===== src/design/qed_pkg.sv =====
package qed_pkg;

  // Field widths
  localparam int unsigned IdxW    = 4;
  localparam int unsigned TimeW   = 32;
  localparam int unsigned PosW    = 32;
  localparam int unsigned CfgW    = 16;
  localparam int unsigned ModeW   = 2;
  localparam int unsigned HistW   = 6;
  localparam int unsigned CfgIdxW = 2;

  // Default number of encoders
  localparam int unsigned NumEncodersDef = 16;

  // Configuration register indexes
  typedef enum logic [CfgIdxW-1:0] {
    CfgCountMode  = 2'd0,
    CfgPressTime  = 2'd1,
    CfgRevGuard   = 2'd2,
    CfgRevWindow  = 2'd3
  } qed_cfg_idx_e;

  // Count modes; any other code selects the four-count table
  localparam logic [ModeW-1:0] ModeX1 = 2'd0;
  localparam logic [ModeW-1:0] ModeX2 = 2'd1;
  localparam logic [ModeW-1:0] ModeX4 = 2'd2;

  // Configuration reset values
  localparam logic [CfgW-1:0] PressTimeRst = 16'd100;
  localparam logic [CfgW-1:0] RevGuardRst  = 16'd50;
  localparam logic [CfgW-1:0] RevWindowRst = 16'd200;

  // Pulse flag bit positions
  localparam int unsigned FlagCw  = 0;
  localparam int unsigned FlagCcw = 1;

  typedef struct packed {
    logic [ModeW-1:0] count_mode;
    logic [CfgW-1:0]  press_time;
    logic [CfgW-1:0]  rev_guard;
    logic [CfgW-1:0]  rev_window;
  } qed_cfg_t;

  // Per-encoder state as kept in memory
  typedef struct packed {
    logic [HistW-1:0] hist;
    logic             prev_fwd;
    logic [TimeW-1:0] last_time;
    logic [PosW-1:0]  count;
    logic [1:0]       flags;
  } qed_entry_t;

  localparam qed_entry_t EntryRst = '{
    hist:      '0,
    prev_fwd:  1'b1,
    last_time: '0,
    count:     '0,
    flags:     '0
  };

  // Outcome of a transition table lookup
  typedef struct packed {
    logic step;
    logic fwd;
  } qed_trans_t;

  // Look up old pair (bits 3:2) and new pair (bits 1:0) in the selected table
  function automatic qed_trans_t qed_lookup(logic [ModeW-1:0] mode, logic [3:0] code);
    qed_trans_t t;
    t = '{step: 1'b0, fwd: 1'b0};
    case (mode)
      ModeX1: begin
        case (code)
          4'd4:    t = '{step: 1'b1, fwd: 1'b0};
          4'd8:    t = '{step: 1'b1, fwd: 1'b1};
          default: t = '{step: 1'b0, fwd: 1'b0};
        endcase
      end
      ModeX2: begin
        case (code)
          4'd4, 4'd11: t = '{step: 1'b1, fwd: 1'b0};
          4'd7, 4'd8:  t = '{step: 1'b1, fwd: 1'b1};
          default:     t = '{step: 1'b0, fwd: 1'b0};
        endcase
      end
      default: begin
        case (code)
          4'd2, 4'd4, 4'd11, 4'd13: t = '{step: 1'b1, fwd: 1'b0};
          4'd1, 4'd7, 4'd8, 4'd14:  t = '{step: 1'b1, fwd: 1'b1};
          default:                  t = '{step: 1'b0, fwd: 1'b0};
        endcase
      end
    endcase
    return t;
  endfunction

endpackage


===== src/design/qed_ram.sv =====
module qed_ram #(
  parameter int unsigned Width = 8,
  parameter int unsigned Depth = 16,
  parameter int unsigned AddrW = (Depth > 1) ? $clog2(Depth) : 1
) (
  input  logic             clk_i,
  input  logic             we_i,
  input  logic [AddrW-1:0] waddr_i,
  input  logic [Width-1:0] wdata_i,
  input  logic             re_i,
  input  logic [AddrW-1:0] raddr_i,
  output logic [Width-1:0] rdata_o
);

  logic [Width-1:0] mem_q [Depth];
  logic [Width-1:0] rdata_q;

  // Write port and registered read port (read returns old data on collision)
  always_ff @(posedge clk_i) begin
    if (we_i) begin
      mem_q[waddr_i] <= wdata_i;
    end
    if (re_i) begin
      rdata_q <= mem_q[raddr_i];
    end
  end

  assign rdata_o = rdata_q;

endmodule


===== src/design/qed_update.sv =====
module qed_update
  import qed_pkg::*;
(
  input  qed_cfg_t         cfg_i,
  input  qed_entry_t       entry_i,
  input  logic             pin_a_i,
  input  logic             pin_b_i,
  input  logic [TimeW-1:0] now_i,
  output qed_entry_t       entry_o
);

  logic [1:0]       cur;
  logic             changed;
  logic             bounce;
  logic [HistW-1:0] hist_sh;
  qed_trans_t       trans;
  logic [TimeW-1:0] elapsed;
  logic             past_guard;
  logic             in_window;
  logic             past_press;
  logic             take;
  logic             dir_fwd;

  // Decode the new pin pair against the history
  assign cur        = {pin_b_i, pin_a_i};
  assign changed    = (cur != entry_i.hist[1:0]);
  assign hist_sh    = {entry_i.hist[3:0], cur};
  assign trans      = qed_lookup(cfg_i.count_mode, hist_sh[3:0]);
  assign bounce     = (cur == entry_i.hist[3:2]);

  // Time since the last step, modulo the counter width
  assign elapsed    = now_i - entry_i.last_time;
  assign past_guard = (elapsed > {{(TimeW-CfgW){1'b0}}, cfg_i.rev_guard});
  assign in_window  = (elapsed <= {{(TimeW-CfgW){1'b0}}, cfg_i.rev_window});
  assign past_press = (elapsed > {{(TimeW-CfgW){1'b0}}, cfg_i.press_time});

  // Accept the step, or turn a too-fast reversal into the old direction
  always_comb begin
    take    = 1'b0;
    dir_fwd = trans.fwd;
    if (changed && trans.step && !bounce) begin
      if (past_guard || (trans.fwd == entry_i.prev_fwd)) begin
        take    = 1'b1;
        dir_fwd = trans.fwd;
      end else if (in_window) begin
        take    = 1'b1;
        dir_fwd = entry_i.prev_fwd;
      end
    end
  end

  // Build the next entry; a taken step resets the elapsed time, so flags stay
  always_comb begin
    entry_o = entry_i;
    if (changed) begin
      entry_o.hist = hist_sh;
    end
    if (take) begin
      entry_o.count     = dir_fwd ? (entry_i.count + {{(PosW-1){1'b0}}, 1'b1})
                                  : (entry_i.count + {PosW{1'b1}});
      entry_o.prev_fwd  = dir_fwd;
      entry_o.last_time = now_i;
      if (dir_fwd) begin
        entry_o.flags[FlagCw] = 1'b1;
      end else begin
        entry_o.flags[FlagCcw] = 1'b1;
      end
    end else if (past_press) begin
      entry_o.flags = '0;
    end
  end

endmodule


===== src/design/quadrature_encoder_decoder_unit.sv =====
// Quadrature decoder for a bank of encoders sharing one sample stream.
// Input channel: one beat per pin sample (encoder_index_i, pin_a_level_i,
// pin_b_level_i, now_ms_i), taken when in_valid_i is high and in_stall_o low.
// Output channel: one beat per input beat, in order (encoder_id_o,
// cw_active_o, ccw_active_o, position_o), taken when out_valid_o is high and
// out_stall_i low. An index at or beyond the encoder count gives zeros and
// leaves all state untouched.
// Configuration: write cfg_data_i to register cfg_index_i while cfg_we_i is
// high; write only while no beat is in flight.
// Path: an accepted beat passes the read stage, then the output register.
// Throughput: one beat per cycle unless the output stalls; the per-encoder
// state memory is read on accept and written back as the beat leaves the
// read stage; a one-entry bypass covers back-to-back beats to one encoder.
// Reset: configuration returns to its defaults, all encoder entries read as
// their reset state through per-entry valid bits, and the pipeline empties.
// Stall: a stalled result holds; one more beat may enter behind it, after
// which in_stall_o rises until the output drains.
module quadrature_encoder_decoder_unit
  import qed_pkg::*;
#(
  parameter int unsigned NumEncoders = NumEncodersDef
) (
  input  logic                   clk_i,
  input  logic                   rst_ni,
  input  logic                   cfg_we_i,
  input  logic [CfgIdxW-1:0]     cfg_index_i,
  input  logic [CfgW-1:0]        cfg_data_i,
  input  logic                   in_valid_i,
  output logic                   in_stall_o,
  input  logic [IdxW-1:0]        encoder_index_i,
  input  logic                   pin_a_level_i,
  input  logic                   pin_b_level_i,
  input  logic [TimeW-1:0]       now_ms_i,
  output logic                   out_valid_o,
  input  logic                   out_stall_i,
  output logic [IdxW-1:0]        encoder_id_o,
  output logic                   cw_active_o,
  output logic                   ccw_active_o,
  output logic signed [PosW-1:0] position_o
);

  localparam int unsigned AddrW   = (NumEncoders > 1) ? $clog2(NumEncoders) : 1;
  localparam int unsigned IdxExtW = 7;
  localparam logic [IdxExtW-1:0] NumEncExt = IdxExtW'(NumEncoders);

  qed_cfg_t cfg_q;

  logic [IdxExtW-1:0] idx_ext;
  logic               in_range;
  logic               accept_in;
  logic               out_ready;
  logic               s1_adv;

  logic               s1_valid_q;
  logic [IdxW-1:0]    s1_idx_q;
  logic [AddrW-1:0]   s1_addr_q;
  logic               s1_in_range_q;
  logic               s1_a_q;
  logic               s1_b_q;
  logic [TimeW-1:0]   s1_now_q;

  logic [NumEncoders-1:0] ent_valid_q;
  logic                   wr_valid_q;
  logic [AddrW-1:0]       wr_addr_q;
  qed_entry_t             wr_entry_q;

  logic [$bits(qed_entry_t)-1:0] ram_rdata;
  qed_entry_t                    cur_entry;
  qed_entry_t                    new_entry;
  logic                          wr_en;

  logic             out_valid_q;
  logic [IdxW-1:0]  out_id_q;
  logic             out_cw_q;
  logic             out_ccw_q;
  logic [PosW-1:0]  out_pos_q;

  // Configuration registers
  always_ff @(posedge clk_i or negedge rst_ni) begin
    if (!rst_ni) begin
      cfg_q <= '{count_mode: ModeX4, press_time: PressTimeRst,
                 rev_guard: RevGuardRst, rev_window: RevWindowRst};
    end else if (cfg_we_i) begin
      case (cfg_index_i)
        CfgCountMode: cfg_q.count_mode <= cfg_data_i[ModeW-1:0];
        CfgPressTime: cfg_q.press_time <= cfg_data_i;
        CfgRevGuard:  cfg_q.rev_guard  <= cfg_data_i;
        CfgRevWindow: cfg_q.rev_window <= cfg_data_i;
        default: ;
      endcase
    end
  end

  // Handshake: the read stage advances whenever the output can take a beat
  assign out_ready  = !out_valid_q || !out_stall_i;
  assign s1_adv     = s1_valid_q && out_ready;
  assign in_stall_o = s1_valid_q && !out_ready;
  assign accept_in  = in_valid_i && !in_stall_o;

  assign idx_ext  = {{(IdxExtW-IdxW){1'b0}}, encoder_index_i};
  assign in_range = (idx_ext < NumEncExt);

  // Read stage: capture the beat while the memory read is in flight
  always_ff @(posedge clk_i or negedge rst_ni) begin
    if (!rst_ni) begin
      s1_valid_q <= 1'b0;
    end else if (accept_in) begin
      s1_valid_q <= 1'b1;
    end else if (s1_adv) begin
      s1_valid_q <= 1'b0;
    end
  end

  always_ff @(posedge clk_i) begin
    if (accept_in) begin
      s1_idx_q      <= encoder_index_i;
      s1_addr_q     <= idx_ext[AddrW-1:0];
      s1_in_range_q <= in_range;
      s1_a_q        <= pin_a_level_i;
      s1_b_q        <= pin_b_level_i;
      s1_now_q      <= now_ms_i;
    end
  end

  // Per-encoder state memory
  assign wr_en = s1_adv && s1_in_range_q;

  qed_ram #(
    .Width ($bits(qed_entry_t)),
    .Depth (NumEncoders),
    .AddrW (AddrW)
  ) u_state_ram (
    .clk_i   (clk_i),
    .we_i    (wr_en),
    .waddr_i (s1_addr_q),
    .wdata_i (new_entry),
    .re_i    (accept_in),
    .raddr_i (idx_ext[AddrW-1:0]),
    .rdata_o (ram_rdata)
  );

  // Hold the last write back for the bypass, mark entries as written
  always_ff @(posedge clk_i or negedge rst_ni) begin
    if (!rst_ni) begin
      wr_valid_q  <= 1'b0;
      ent_valid_q <= '0;
    end else if (wr_en) begin
      wr_valid_q             <= 1'b1;
      ent_valid_q[s1_addr_q] <= 1'b1;
    end
  end

  always_ff @(posedge clk_i) begin
    if (wr_en) begin
      wr_addr_q  <= s1_addr_q;
      wr_entry_q <= new_entry;
    end
  end

  // Pick bypass, reset state or memory data
  always_comb begin
    if (wr_valid_q && (wr_addr_q == s1_addr_q)) begin
      cur_entry = wr_entry_q;
    end else if (!ent_valid_q[s1_addr_q]) begin
      cur_entry = EntryRst;
    end else begin
      cur_entry = qed_entry_t'(ram_rdata);
    end
  end

  qed_update u_update (
    .cfg_i   (cfg_q),
    .entry_i (cur_entry),
    .pin_a_i (s1_a_q),
    .pin_b_i (s1_b_q),
    .now_i   (s1_now_q),
    .entry_o (new_entry)
  );

  // Output register
  always_ff @(posedge clk_i or negedge rst_ni) begin
    if (!rst_ni) begin
      out_valid_q <= 1'b0;
    end else if (s1_adv) begin
      out_valid_q <= 1'b1;
    end else if (!out_stall_i) begin
      out_valid_q <= 1'b0;
    end
  end

  always_ff @(posedge clk_i) begin
    if (s1_adv) begin
      out_id_q  <= s1_idx_q;
      out_cw_q  <= s1_in_range_q && new_entry.flags[FlagCw];
      out_ccw_q <= s1_in_range_q && new_entry.flags[FlagCcw];
      out_pos_q <= s1_in_range_q ? new_entry.count : '0;
    end
  end

  assign out_valid_o  = out_valid_q;
  assign encoder_id_o = out_id_q;
  assign cw_active_o  = out_cw_q;
  assign ccw_active_o = out_ccw_q;
  assign position_o   = $signed(out_pos_q);

endmodule


===== config.mk =====
export PLATFORM = sky130hd
export DESIGN_NAME = quadrature_encoder_decoder_unit
export DESIGN_NICKNAME = d
export VERILOG_FILES = /design/src/design/qed_pkg.sv /design/src/design/qed_ram.sv /design/src/design/qed_update.sv /design/src/design/quadrature_encoder_decoder_unit.sv
export SDC_FILE = /design/constraint.sdc
export NUM_CORES = 1
export LEC_CHECK = 0
export BUFFER_PORTS_ARGS = -buffer_cell sky130_fd_sc_hd__buf_2
export CORE_UTILIZATION = 40
export DETAILED_ROUTE_END_ITERATION = 8
export SLEW_MARGIN = 15
export SYNTH_ARGS = -nofsm -noshare
export SYNTH_HDL_FRONTEND = slang
export SYNTH_SLANG_ARGS = --single-unit

===== constraint.sdc =====
create_clock -name clk_i -period 13.57 [get_ports clk_i]
set_input_delay 2.0355 -clock clk_i [delete_from_list [all_inputs] [get_ports clk_i]]
set_output_delay 2.0355 -clock clk_i [all_outputs]
set_load 0.01 [all_outputs]

Word level (Yosys, flattened, before mapping)

Memories as Yosys holds them, arrays and structs flattened. A register that Yosys moved wholly into a read port is not among the register bits.
Index checks and enable logic that the tools add are counted.

Output and inout port bits: 40
Memory bits (writable): 1,168
ROM bits: 32
Input bits: 61
Memories kept: 2
Logic and storage cells: 102
Bits in latches: 0
Register bits: 223

Add/sub/neg operators: 3
Eq/ne operators: 13
Mux-type cells: 28
$mul: 0
Div/mod/pow operators: 0
Shift operators: 0
Bitwise gates (word level): 1
Order comparisons: 6
Reductions and logical operators: 26

Memory list:

| name              | words | bits a word | rd ports | clocked after Yosys merged registers in | write ports | line          | source |
|---|---|---|---|---|---|---|---|
| u_state_ram.mem_q | 16    | 73          | 1        | 1                                       | 1           | qed_ram.sv:15 | `logic [Width-1:0] mem_q [Depth];` |
| (name not given)  | 16    | 2           | 1        | 0                                       | 0           | qed_pkg.sv:87 | `case (code)` |

Operators by type and width:

| cell                                                | number |
|---|---|
| 2-to-1 mux 73 bit                                   | 2 |
| 2-to-1 mux 65 bit                                   | 1 |
| > comparator 32 x 16 -> 1 bit                       | 2 |
| adder 32 x 1 -> 32 bit, second input constant       | 1 |
| adder 32 bit, second input constant                 | 1 |
| less-or-equal comparator 32 x 16 -> 1 bit           | 1 |
| 2-to-1 mux 32 bit                                   | 1 |
| subtractor 32 bit                                   | 1 |
| 2-to-1 mux 1 bit                                    | 16 |
| OR 16 bit                                           | 1 |
| one-hot mux 2 bit (2 select lines)                  | 3 |
| logical AND 1 bit                                   | 10 |
| < comparator 4 x 5 -> 1 bit, second input constant  | 2 |
| == test 4 x 3 -> 1 bit, second input constant       | 2 |
| == test 4 bit, second input constant                | 2 |
| AND reduction 2 bit                                 | 4 |
| 2-to-1 mux 6 bit                                    | 1 |
| logical NOT 1 bit                                   | 5 |
| binary-select mux 1 bit (select 4 bit)              | 1 |
| demux 1 bit (select 4 bit)                          | 1 |
| == test 2 x 1 -> 1 bit, second input constant       | 2 |
| == test 2 bit, second input constant                | 2 |
| == test 4 bit                                       | 1 |
| >= comparator 4 x 1 -> 1 bit, second input constant | 1 |
| 9 further kinds                                     | 13 |

Depth between registers and ports, before layout

Gate-level depths: netlist (run 1).

Depth after elaboration: 15
Mapped depth: 51
Depth with buffers taken out: 41

By module

Synthesis (run 1) repeated with hierarchy kept, for this count alone.

Cells, all modules: 3,255
Area total of the unflattened synthesis: 59,721.0 um^2

By module, submodules not included:

| module                          | sequential area each (um^2) | times used | area an instance (um^2) | cells an instance |
|---|---|---|---|---|
| qed_ram                         | 37,265.7                    | 1          | 45,864.0                | 1,875 |
| quadrature_encoder_decoder_unit | 5,192.5                     | 1          | 7,703.6                 | 505 |
| qed_update                      | 0.0                         | 1          | 6,153.4                 | 875 |

Least setup slack after synthesis (run 1)

Ideal clock, no wire load.

Path type: register -> register
Start: register s1_addr_q[1]
End: register out_pos_q[31], in the netlist position_o[31], data pin
Arrival time: 11,678 ps
Setup time: 333 ps
Stages on the path, launching flop included: 44
Period minus slack after synthesis: 12,012 ps
Buffers on the path: 10
Setup slack: 1,558 ps
Data required time: 13,237 ps
Cells stage by stage: edfxtp_1 -> buf_6 -> mux2i_1 -> a221oi_2 -> a22oi_2 -> nor2_1 -> clkbuf_1 -> buf_1 -> clkbuf_1 -> clkbuf_1 -> clkbuf_1 -> a22oi_1 -> ha_1 -> a21o_1 -> a2111o_1 -> a31o_1 -> a311oi_4 -> o31ai_1 -> [8 not listed] -> o211ai_1 -> nand3_1 -> o41ai_1 -> o21ai_4 -> inv_4 -> clkbuf_1 -> clkbuf_1 -> buf_1 -> ha_1 -> nand3_1 -> mux2i_1 -> or4_1 -> buf_2 -> a211oi_4 -> o21ai_2 -> o21ai_4 -> mux2_2 -> a2111oi_2

RTL lines:

| element                | line                                   | source |
|---|---|---|
| start, declared        | quadrature_encoder_decoder_unit.sv:56  | `logic [AddrW-1:0] s1_addr_q;` |
| start signal, assigned | quadrature_encoder_decoder_unit.sv:117 | `s1_addr_q <= idx_ext[AddrW-1:0];` |
| end signal, assigned   | quadrature_encoder_decoder_unit.sv:196 | `out_pos_q <= s1_in_range_q ? new_entry.count : '0;` |
| end, declared          | quadrature_encoder_decoder_unit.sv:76  | `logic [PosW-1:0] out_pos_q;` |

==> results.md, run 1 <==
* RSZ-0062 raised after global routing: false
* Synthesized flop and latch total at 1,389
* Final hold vios at 0
* Crit path DAT at 11.97 ns
* Sink Count at around 1,400
* Unique masters post-synth at 93
* Layout Skew at 0.0360 ns
* Period utilisation layout at 0.852
* Fmax at 86.5 MHz
* Peak VDD IR at 0.129 mV
* PostCTS Resize Cnt at 0
* Root Buffer: clkbuf_16
* WHS Endpoint: ent_valid_q[0]
* TNS Setup at 0 ns
* Final WL at 147,000 um
* Iter 0 DRT Violations at 2,816
* Leak pwr at between 20 and 25 nW
* Sw Pwr at 0.00302 W
* FF-to-FF End: u_state_ram.mem_q[8][30]
* Yosys top cell by area: edfxtp_1
* Routed wire per std cell at roughly 28 um
* Worst Hold Launch: ent_valid_q[0]
* Part of the power in combinational logic at 0.168
* Via density at 5.78
* Slowest cell on the critical path: xnor2_1
* Switching Share at 0.269
* R2R Setup Slk at 2.00 ns
* Max incr delay on CP at 0.91 ns
* Initial antenna violation count at 2
* Rows at between 100 and 150
* GRT overflow at 0
* Clock share of power at 0.351
* Layout Nets at 3,430
* Power per standard cell area at around 170 nW/um^2
* Number of synthesized flops with an enable pin at approximately 1,300
* Filler cells at approximately 12,000
* Htree depth at 4
* Min-Delay Path Depth at 1
* GR Util All Layers at 0.200
* Die area at 148,000 sq um
* Share of layout cells above drive strength 1 at 0.268
* Vias in the first global route at 30,800
* Yosys warns at 0
* I/O pins at between 100 and 150
* Ys async rst share at 0.0497
* Buffer count from post-CTS setup fixing at 0
* CP Capture Type: flip-flop
* Worst-Skew Late Latency at 0.77 ns
* Worst Path Max Fanout at 52
* Via Count at 30,600
* Max-cap violations at 0
* Outcome: finished, final reports clean
* Sequential share of power at 0.481
* First-pass GRT wire length at approximately 210,000 um
* Period minus WS final at about 12 ns
* Worst Hold Class: flip-flop to flip-flop
* Inserted Diodes at 0
* Placed cells at 5,029
* Clock-pin slew on the worst setup and hold paths at about 0.060 ns
* Clk buf depth at 3
* Core Area at ~140,000 sq um
* HPWL after detailed placement at 83,400 um
* Synth Instances at 3,120
* Max-slew violation count at 0
* Chip Width at 384 um
* Post-Syn Nets at 3,277
* Yosys top cell area share at 0.678
* CTS Hold Bufs at 0
* Worst Tran Pin Value at 1.21 ns
* Routability cong. at between 0.8 and 0.9
* WS Path Type: flip-flop to flip-flop
* Initial Utilization at 0.405
* Largest net degree at the start of global routing at 95
* Max-slew headroom at 0.190
* Sequential cell area fraction in the yosys report at 0.708
* Mapped Area at 58,500 sq um
* Num CTS Buffers at 145
* Largest cells by area after synthesis: edfxtp_1 (68%), mux4_2 (14%), dfrtp_1 (2.5%), ha_1 (2.0%), mux2_2 (1.1%)
* CTS tree: done
* Internal power at ~0.0082 W
* 1st-pass router iterations at 5
* DR DRC count at 0
* Post-route ant nets at 0
* Reg2Reg Depth at 40
* Die H at 384 um
* Worst setup SP type: flip-flop
* Worst r2r src: s1_addr_q[1]
* Setup violators final at 0
* Port buffer count at 100
* Required time worst endpoint at 13.98 ns
* Syn-to-layout area delta at 13.2%
* Syn_area_per_cell at 18.7 sq um
* Post-synth top flop: edfxtp_1
* Non-Filler Instances at 5,290
==> flip-flops by register name, summed over array words and instances, names as in the netlist <==
name                 count
wr_valid_q               1
wr_entry_q              69
s1_addr_q                4
position_o               2
wr_addr_q                4
u_state_ram.rdata_o     71
ent_valid_q             16
s1_a_q                   1
s1_b_q                   1
u_state_ram.mem_q     1136
cfg_q                   50
out_valid_o              1
s1_valid_q               1
s1_now_q                32
==> metrics by stage <==
| stage | worst slack (ns) | area (sq um) | utilization | hold slack [ns] | power, W |
|---|---|---|---|---|---|
| after global placement | 2.34 | 61300 | 0.425 | 0.456 | 0.00733 |
| final | 2.00 | 66200 | 0.459 | 0.464 | 0.0112 |
| after CTS | 2.17 | 66100 | 0.458 | 0.466 | 0.0113 |
| after detailed placement | 2.22 | 61400 | 0.425 | 0.452 | 0.00735 |
| after floorplan | 1.56 | 58500 | - | 0.421 | 0.00671 |
| after global routing | 1.32 | 66200 | 0.459 | 0.481 | 0.0117 |
==> layout make-up <==
class,count,area [sq um],area share
inverter,87,332,0.00501
clock inverter,79,845,0.0128
timing repair buffer,178,1130,0.0170
clock buffer,182,3870,0.0585
tap,1903,2380,0.0360
sequential,1389,41400,0.625
multi-input combinational,1472,16300,0.246
==> cells in the mapped netlist, drive strengths merged (10+ instances only) <==
library cell	instances
mux2	59
a21oi	105
and2	15
mux4	355
a31oi	21
nand4	23
clkbuf	96
xor2	16
or2	23
nor2b	15
a211oi	11
dfrtp	59
nor2	117
o21a	13
a22oi	53
a221oi	10
dfstp	10
nor4	11
xnor2	52
o211ai	13
inv	87
o21ai	54
or3	12
a21o	36
nand2b	19
ha	95
nand2	80
nor3	40
mux2i	25
buf	76
edfxtp	1320
and3	20
a22o	25
nand3	47
==> cell families (layout without fill, tap and decap cells) <==
family                     after synthesis  in the layout  synth area share
AOI/OAI and AO/OA                      415            415            0.0500
and+or+nand+nor                        451            451            0.0393
adders and majority gates               99             99            0.0212
DFF                                   1389           1389             0.708
buffers and inverters                  259            526            0.0191
xor gates and xnor gates                68             68            0.0104
muxes                                  439            439             0.152
==> power groups by stage <==
stage	Sequential (W)	Clock, W	Combinational (W)
global route	0.00542	0.00417	0.00208
global placement	0.00549	0	0.00184
finish	0.00540	0.00394	0.00189
detailed placement	0.00549	0	0.00186
floorplan	0.00543	0	0.00128
CTS	0.00541	0.00401	0.00187
==> metal layers <==
layer	vias up	wire length, um	global-route usage
met5	-	0	0
met4	0	2580	0.0471
met3	174	8410	0.0291
met2	1024	70600	0.320
met1	16300	65100	0.289
li1	13100	-	-
==> critical path: cells and delay by family (launching register included) <==
kind / cells / cell delay (ns)
simple gates: 14 / 3.37
buf+inv: 4 / 1.22
mux: 1 / 0.31
compound gates: 14 / 2.94
xor+xnor: 3 / 1.53
fa+ha+maj: 4 / 1.16
flops: 1 / 0.64
==> cell usage in the layout (no fill, tap or decap), types with 12 or more instances in the layout <==
| cell | netlist | final |
|---|---|---|
| edfxtp_1 | 1320 | 1320 |
| mux4_2 | 355 | 355 |
| clkbuf_16 | 0 | 148 |
| nor2_1 | 117 | 103 |
| buf_2 | 7 | 96 |
| ha_1 | 95 | 95 |
| a21oi_1 | 105 | 86 |
| inv_1 | 86 | 85 |
| nand2_1 | 79 | 79 |
| buf_4 | 34 | 78 |
| dfrtp_1 | 59 | 59 |
| mux2_2 | 58 | 58 |
| a22oi_1 | 52 | 52 |
| o21ai_0 | 50 | 48 |
| nand3_1 | 47 | 47 |
| xnor2_1 | 51 | 40 |
| a21o_1 | 36 | 36 |
| nor3_1 | 39 | 35 |
| clkbuf_1 | 96 | 30 |
| clkinv_1 | 0 | 27 |
| mux2i_1 | 25 | 25 |
| clkinv_2 | 0 | 25 |
| a22o_1 | 24 | 24 |
| nand4_1 | 23 | 23 |
| or2_2 | 22 | 22 |
| and3_1 | 20 | 20 |
| a31oi_1 | 19 | 19 |
| nand2b_1 | 19 | 19 |
| a21oi_2 | 0 | 19 |
| nor2b_1 | 15 | 15 |
| nor2_4 | 0 | 14 |
| xor2_1 | 15 | 14 |
| and2_1 | 14 | 13 |
| o211ai_1 | 13 | 13 |
| o21a_1 | 13 | 13 |
| xnor2_2 | 1 | 12 |
| or3_1 | 12 | 12 |
| bufinv_16 | 0 | 12 |
==> how the worst max path moves through the flow <==
| stage | start | end | cells past startpoint |
|---|---|---|---|
| floorplan | s1_addr_q[1] | position_o[31] | 43 |
| global placement | s1_addr_q[1] | u_state_ram.mem_q[0][27] | 37 |
| detailed placement | s1_addr_q[2] | u_state_ram.mem_q[14][29] | 36 |
| CTS | s1_addr_q[2] | u_state_ram.mem_q[6][29] | 36 |
| global route | s1_addr_q[1] | u_state_ram.mem_q[0][27] | 36 |
| finish | s1_addr_q[1] | u_state_ram.mem_q[8][30] | 40 |
No activity file was read; power rests on OpenSTA's default activity.
==> run 2: changes to the inputs <==
- GPL_TIMING_DRIVEN: default -> 0
==> results.md, run 2 (synthesis results as in run 1) <==
* Layout Skew at 0.0374 ns
* R2R Setup Slk at 0.64 ns
* Routed wire per std cell at 29.0 um
* Worst Hold Class: flip-flop to flip-flop
* Outcome: finished, final reports clean
* Peak VDD IR at roughly 0.13 mV
* Largest register FFs at approximately 1,100
* Num CTS Buffers at 143
* CTS tree: done
* Min-Delay Path Depth at 0
* Max-slew headroom at 0.222
* Reg2Reg Depth at 49
* Setup violators final at 0
* Via density at a little under 6
* CP Capture Type: flip-flop
* Layout Nets at 3,645
* Max-cap violations at 0
* Worst-Skew Late Latency at around 0.79 ns
* First-pass GRT wire length at 229,000 um
* RSZ-0062 raised after global routing: false
* Worst Tran Pin Value at 1.17 ns
* Period minus WS final at approximately 13 ns
* Leak pwr at about 23 nW
* Initial antenna violation count at 5
* WS Path Type: flip-flop to flip-flop
* I/O pins at 101
* Die H at 384 um
* Die area at 148,000 sq um
* Worst Path Max Fanout at 19
* Required time worst endpoint at between 10 and 15 ns
* Post-layout util at 0.473
* Worst r2r src: s1_addr_q[0]
* 1st-pass router iterations at 6
* Vias in the first global route at 31,900
* Max-slew violation count at 0
* FF-to-FF End: u_state_ram.mem_q[12][30]
* Most common cell after layout, fill and taps aside: edfxtp_1
* Rows at ~140
* Worst setup SP type: flip-flop
* Share of layout cells above drive strength 1 at 0.290
* Fin area at approximately 68,000 sq um
* Root Buffer: clkbuf_16
* Post-route ant nets at 0
* Largest net degree at the start of global routing at 55
* Crit path DAT at ~13 ns
* Buf+Inv Stages, Crit Path at 11
* Slowest cell on the critical path: or4_1
* CTS Hold Bufs at 0
* Clock-pin slew on the worst setup and hold paths at 0.06 ns
* GRT overflow at 0
* Syn-to-layout area delta at 16.9%
* Commonest non-fill, non-tap cells in the layout: edfxtp_1 (1,320), mux4_2 (355), clkbuf_16 (147), buf_2 (114), clkbuf_1 (107)
* Sink Count at 1,389
* Via Count at 32,300
* Core Area at about 140,000 sq um
* Worst Hold Launch: s1_addr_q[3]
* Final hold vios at 0
* Power per standard cell area at 165 nW/um^2
* Placed Area at 63,300 sq um
* CP top delay family: simple AND/OR/NAND/NOR gates
* Iter 0 DRT Violations at 3,529
* Fmax at between 70 and 80 MHz
* Clk buf depth at 3
* Initial Utilization at 0.405
* Final WL at around 160,000 um
* GR Util All Layers at 0.217
* Max incr delay on CP at between 0.6 and 0.7 ns
* Htree depth at 4
* Port buffer count at 100
* Period utilisation layout at 0.953
* Chip Width at ~380 um
* Routability cong. at 0.883
* HPWL after detailed placement at ~110,000 um
* Largest register by flop count: u_state_ram.mem_q
* Minimum hold slack at 0.449 ns
* WHS Endpoint: wr_addr_q[3]
* DR DRC count at 0
run 2: cell types whose count changed in the layout (fill, tap and decap cells not counted), sizes merged:
cell	delta
clkinvlp	+1
inv	+2
bufinv	-1
buf	+120
diode	+1
clkinv	-15
clkbuf	+99
run 2: worst max-delay path by stage:
stage                       startpoint                   endpoint  depth (start not counted)
final                     s1_addr_q[0]  u_state_ram.mem_q[12][30]                         49
after global routing      s1_addr_q[0]  u_state_ram.mem_q[12][30]                         47
after CTS                 s1_addr_q[0]   u_state_ram.mem_q[7][27]                         44
after detailed placement  s1_addr_q[0]  u_state_ram.mem_q[12][31]                         44
after global placement     out_stall_i             ent_valid_q[3]                          7
after floorplan           s1_addr_q[1]             position_o[31]                         43
run 2: report_power, final:
| part | internal [W] | switching (W) | total, W |
|---|---|---|---|
| combinational | 0.000713 | 0.00136 | 0.00207 |
| sequential | 0.00529 | 0.000103 | 0.00539 |
| clock | 0.00220 | 0.00164 | 0.00384 |
run 2: cell type report:
class,instances,area (sq um)
fillers,12200,76000
repair buffers,225,2390
diodes,1,2.50
clock inverters,66,674
plain buffers,170,860
clock buffers,184,3820
inverters,87,334
multi-input cells,1472,16500
well taps,1903,2380
flip-flops and latches,1389,41400
run 2: metal layers:
layer	GRT usage	vias up	wire length, um
li1	-	13500	-
met1	0.311	17100	68200
met2	0.345	1366	75700
met3	0.0366	237	11900
met4	0.0588	0	3760
met5	0	-	0
run 2: through the flow:
step	total power, W	worst slack [ns]	std cells	setup TNS, ns
floorplan	0.00671	1.56	3120	0
global placement	0.00740	-5.71	5123	-3981.14
detailed placement	0.00746	-4.40	5236	-2330.65
CTS	0.0113	0.00480	5488	0
global route	0.0117	0.0856	5497	0
finish	0.0113	0.644	5497	0
run 2: worst register-to-register path: cells and delay by family, from the launching register on:
| kind | cells | cell delay, ns |
|---|---|---|
| AO/OA/AOI/OAI | 13 | 2.91 |
| XOR/XNOR | 3 | 0.66 |
| adder cells (fa/ha/maj) | 3 | 0.98 |
| buffers and inverters | 11 | 3.04 |
| flip-flops | 1 | 0.43 |
| multiplexers | 1 | 0.44 |
| AND/OR/NAND/NOR | 18 | 4.24 |
run 2: what timing repair did:
item                                    4_1_cts  5_1_grt
pin swaps                                     1        5
buffers inserted                              2        7
resized for setup                            46       22
endpoints found under the setup margin     1139      442
